[src/ehrc_pkg.sv]
`default_nettype none
package ehrc_pkg;

   localparam int unsigned BANK_COUNT_DEF  = 4;
   localparam int unsigned TOF_BINS_DEF    = 1024;
   localparam int unsigned ENERGY_BINS_DEF = 256;
   localparam int unsigned COUNT_WIDTH_DEF = 24;

   localparam int unsigned TPS_WIDTH  = 32;
   localparam int unsigned BANK_WIDTH = 8;
   localparam int unsigned CHAN_WIDTH = 16;
   localparam int unsigned TIME_WIDTH = 32;
   localparam int unsigned RAW_WIDTH  = 24;
   localparam int unsigned RATE_WIDTH = 48;
   localparam int unsigned FRAC_BITS  = 8;

   localparam int unsigned REQ_DATA_WIDTH = 72;
   localparam int unsigned RSP_DATA_WIDTH = 80;

   localparam logic [31:0] TPS_RESET = 32'd1000;

   // register indexes
   localparam logic CSR_TICKS_PER_SECOND      = 1'b0;
   localparam logic CSR_FIRST_NORMALIZED_BANK = 1'b1;

   // request kinds
   localparam logic OP_EVENT = 1'b0;
   localparam logic OP_READ  = 1'b1;

   // result status codes
   localparam logic [1:0] STATUS_OK       = 2'd0;
   localparam logic [1:0] STATUS_BAD_BANK = 2'd1;
   localparam logic [1:0] STATUS_BAD_CHAN = 2'd2;

   typedef struct packed {
      logic clear_wr;
      logic accept;
      logic exec;
      logic mul;
      logic div_step;
      logic load_rsp;
   } ehrc_cmd_type;

   typedef struct packed {
      logic clear_last;
      logic normalize;
      logic div_last;
      logic rsp_free;
   } ehrc_sts_type;

endpackage
`default_nettype wire

[src/ehrc_ctrl.sv]
`default_nettype none
module ehrc_ctrl
   import ehrc_pkg::*;
(
   input  wire logic         clock,
   input  wire logic         reset,
   input  wire logic         req_tvalid,
   output      logic         req_tready,
   input  wire ehrc_sts_type sts,
   output      ehrc_cmd_type cmd
);
   localparam logic [2:0] ST_CLEAR = 3'd0;
   localparam logic [2:0] ST_IDLE  = 3'd1;
   localparam logic [2:0] ST_READ  = 3'd2;
   localparam logic [2:0] ST_EXEC  = 3'd3;
   localparam logic [2:0] ST_MUL   = 3'd4;
   localparam logic [2:0] ST_DIV   = 3'd5;
   localparam logic [2:0] ST_DONE  = 3'd6;

   logic [2:0] state_ff, state_in;

   always_comb begin
      state_in   = state_ff;
      cmd        = '0;
      req_tready = 1'b0;
      unique case (state_ff)
         ST_CLEAR: begin
            cmd.clear_wr = 1'b1;
            if (sts.clear_last) state_in = ST_IDLE;
         end
         ST_IDLE: begin
            req_tready = 1'b1;
            if (req_tvalid) begin
               cmd.accept = 1'b1;
               state_in   = ST_READ;
            end
         end
         ST_READ: state_in = ST_EXEC;
         ST_EXEC: begin
            cmd.exec = 1'b1;
            state_in = sts.normalize ? ST_MUL : ST_DONE;
         end
         ST_MUL: begin
            cmd.mul  = 1'b1;
            state_in = ST_DIV;
         end
         ST_DIV: begin
            cmd.div_step = 1'b1;
            if (sts.div_last) state_in = ST_DONE;
         end
         ST_DONE: begin
            if (sts.rsp_free) begin
               cmd.load_rsp = 1'b1;
               state_in     = ST_IDLE;
            end
         end
         default: state_in = ST_IDLE;
      endcase
   end

   always_ff @(posedge clock) begin
      if (reset) begin
         state_ff <= ST_CLEAR;
      end else begin
         state_ff <= state_in;
      end
   end
endmodule
`default_nettype wire

[config.mk]
export PLATFORM = sky130hd
export DESIGN_NAME = ehrc_ctrl
export DESIGN_NICKNAME = d
export VERILOG_FILES = /design/src/ehrc_pkg.sv /design/src/ehrc_ctrl.sv
export SDC_FILE = /design/constraint.sdc
export NUM_CORES = 1
export LEC_CHECK = 0
export BUFFER_PORTS_ARGS = -buffer_cell sky130_fd_sc_hd__buf_2
export CAP_MARGIN = 20
export CORE_AREA = 2 2 39 41
export CTS_CLUSTER_SIZE = 12
export DETAILED_ROUTE_END_ITERATION = 12
export DIE_AREA = 0 0 41 43
export SETUP_SLACK_MARGIN = 0.4
export SLEW_MARGIN = 20
export SYNTH_ARGS = -nofsm -noshare
export SYNTH_HDL_FRONTEND = slang
export SYNTH_SLANG_ARGS = --single-unit
[constraint.sdc]
create_clock -name clock -period 3 [get_ports clock]
set_input_delay 0.15 -clock clock [delete_from_list [all_inputs] [get_ports clock]]
set_output_delay 0.15 -clock clock [all_outputs]
set_load 0.005 [all_outputs]
==> PnR_summary.wiki <==
{| class="wikitable"
! Metric !! Value
|-
| Cts bufs inserted || 3
|-
| Top area cells in the synthesized netlist || dfxtp_1 20%, a2111oi_4 9.0%, a21oi_1 4.9%
|-
| Routed length on met2 || 333 um
|-
| Largest family of logic cells by synthesized area || compound AO/OA/AOI/OAI gates
|-
| Post-CTS setup-driven buffer insertion count || 0
|-
| Worst-path cell with the longest stage delay || dfxtp_1
|-
| Routed length per instance || 10.0 um
|-
| Register bank with the most flops || state_ff
|-
| Critical Path, Cell by Cell || inv_1, ha_1, a2111oi_4, o21ai_1, a21oi_2
|-
| Pins Over Slew Limit || 0
|-
| Hold violation count in the final report || 0
|-
| Detailed-routing wirelength on met1 || 305 um
|-
| Cell count after synthesis || 37
|-
| Unrepaired setup endpoints after global routing || no
|-
| CTS sink count || 3
|-
| Share of Yosys cell area claimed by the top area cell type || 0.196
|-
| Mean instance size in the synthesized netlist || 8.28 sq um
|-
| Final Net Count || 60
|-
| Post-route insts no fill || 67
|-
| I/O pin cnt || 14
|-
| Clock slew at the register clock pins of the worst setup and hold paths || 40 ps
|-
| Global router's overall resource usage || 0.0911
|-
| Vias || 303
|-
| Worst hold path type || primary input to flop
|-
| Fraction of layout instances using a drive strength above 1 || 0.412
|-
| Fmax achieved || 594 MHz
|-
| Cell at the root of the clock tree || clkbuf_4
|-
| Die H || 43 um
|-
| Setup WS post-layout || 1320 ps
|-
| Core Region || 1380 sq um
|-
| Final worst-path cycle share || 0.561
|-
| Largest registers || state_ff: 3 flops
|-
| Largest area contributor in the netlist || dfxtp_1
|-
| Via count of the first global-routing pass || 280
|-
| Total leakage power || 0.179 nW
|-
| Flop and latch count out of synthesis || 3
|-
| Sequential area share after synthesis || 0.196
|-
| Setup TNS || 0 ps
|-
| Commonest register cell after synthesis || dfxtp_1
|-
| Worst Path Max Fanout || 11
|-
| CP peak stage delay || 500 ps
|-
| Transition time of the tightest slew-check pin || 501 ps
|-
| Die width || 41 um
|-
| Antenna fix cells || 0
|-
| Drt total wl || 671 um
|-
| Complex-gate fraction of the synthesized area || 0.306
|-
| Critical Path RT || 3170 ps
|-
| Most used standard cells in the synthesized netlist || 4 x nor2_1, 3 x a21oi_1, 3 x dfxtp_1
|-
| Post-synth cell types || 26
|-
| CTS tree || yes
|-
| Gr ovfl total || 0
|-
| Clock H-tree levels || 1
|-
| Final critical delay including setup and external delays || 1680 ps
|-
| Synthesized cell area || 307 sq um
|-
| Final setup violation count || 0
|-
| DRT iter0 DRCs || 1
|-
| Yosys Warn Count || 0
|-
| Crit start category || flop
|-
| Post-synthesis async set-or-reset flop share || 0
|-
| Post-Layout Inst Area || 398 sq um
|-
| Effective utilization at floorplan || 0.222
|-
| Placed inst area || 372 sq um
|-
| Layout fillers || 154
|-
| Post-route DRC || 0
|-
| Synthesized net count || 45
|-
| Total Die Area || 1760 sq um
|-
| Number of antenna violations at the first check in global routing || 0
|-
| Worst endpoint data arrival time || 1850 ps
|-
| Cell total after placement || 63
|-
| Nature of the critical path endpoint || flop
|-
| Worst-case clock buffer depth || 2
|-
| Number of flip-flops in the largest register || 3
|-
| Port buffer count || 13
|-
| Detail Route met3 WL || 32 um
|-
| Post-Synth Simple-Gate Area || 0.298
|-
| Count leader, synth || nor2_1
|-
| Worst Path Class, Setup || flop to flop
|-
| Count of instances resized after the clock tree is built || 0
|-
| Final weighted congestion in routability-driven placement || 0.664
|-
| EDFF count, synth || 0
|-
| Wire length of the first global-routing pass || 1.11 mm
|-
| Post-detail-place hpwl || 494 um
|-
| Post-Place Setup Slack || 1320 ps
|-
| Relative area change from synthesis to final layout || 29.8%
|-
| Skew-Pair Late Insertion Delay || 230 ps
|-
| Final setup skew || 2.48 ps
|-
| Highest routing layer actually used || met3
|-
| Result of the run || finished clean
|-
| Post-route antenna net violation count || 0
|-
| Synth Area in XOR/XNOR || 0
|-
| Adder-cell share of the synthesized area || 0.0408
|-
| Vias per std cell || 4.52
|-
| Power per cell area || 526 nW/um^2
|-
| Cell row count || 14
|-
| Largest net degree at the start of global routing || 16
|-
| Peak supply drop || 172 uV
|-
| Max-slew headroom at the worst pin || 0.666
|-
| Number of hold buffers added after CTS || 0
|-
| Maximum capacitance violations || 0
|-
| Number of cells traversed by the worst hold path || 2
|-
| Number of iterations in the first detailed-routing pass || 3
|-
| Multiplexer share of the synthesized area || 0.0694
|-
| Logic depth of the worst register-to-register path || 5
|}
## where the power goes
group,internal (mW),total (mW),switching [mW]
Combinational,0.0365,0.0700,0.0335
Clock,0.0499,0.0708,0.0210
Sequential,0.0463,0.0685,0.0221
## layout by cell type, fill, tap and decap left out, types with 2 or more instances in the layout
master     n
nor2_1     4
dfxtp_1    3
buf_2     13
clkbuf_4   3
inv_1      2
o21ai_0    2
and3_1     2
a21oi_1    3
## final timing paths
| kind | startpoint | endpoint | slack, ps |
|---|---|---|---|
| hold reg to reg | state_ff[1] | state_ff[1] | 640 |
| setup reg to reg | state_ff[1] | state_ff[1] | 1320 |
| hold / removal | reset | state_ff[1] | 120 |
| setup / recovery | state_ff[1] | state_ff[1] | 1320 |
## through the flow
stage | hold WS (ps) | total power, mW | util
global route | 124 | 0.232 | 0.288
CTS | 113 | 0.213 | 0.288
floorplan | 212 | 0.121 | -
global placement | 361 | 0.139 | 0.269
finish | 119 | 0.209 | 0.288
detailed placement | 362 | 0.140 | 0.269
## worst max-delay path, delay by kind of cell, from the launching register on
| family | cells | cell delay [ps] |
|---|---|---|
| compound gates | 3 | 590 |
| fa+ha+maj | 1 | 370 |
| buf+inv | 1 | 160 |
| flops | 1 | 500 |
## area by class of cell
type / instances / area (sq um) / area share
Multi-Input combinational cell: 29 / 219 / 0.550
Timing Repair Buffer: 13 / 65.1 / 0.164
Sequential cell: 3 / 60.1 / 0.151
Clock buffer: 4 / 26.3 / 0.0660
Tap cell: 16 / 20.0 / 0.0503
Inverter: 2 / 7.51 / 0.0189
## metal layers
layer	global-route usage	vias up
met1	0.111	133
met3	0.0471	0
met4	0.0200	0
met2	0.138	6
li1	-	164
met5	0	-
## logic make-up (layout without fill, tap and decap cells)
kind of cell,after synthesis,after routing
and+or+nand+nor,15,15
AOI/OAI and AO/OA,11,11
buffers and inverters,5,19
DFF,3,3
muxes,2,2
adders and majority gates,1,1
No activity file was read; power rests on OpenSTA's default activity.
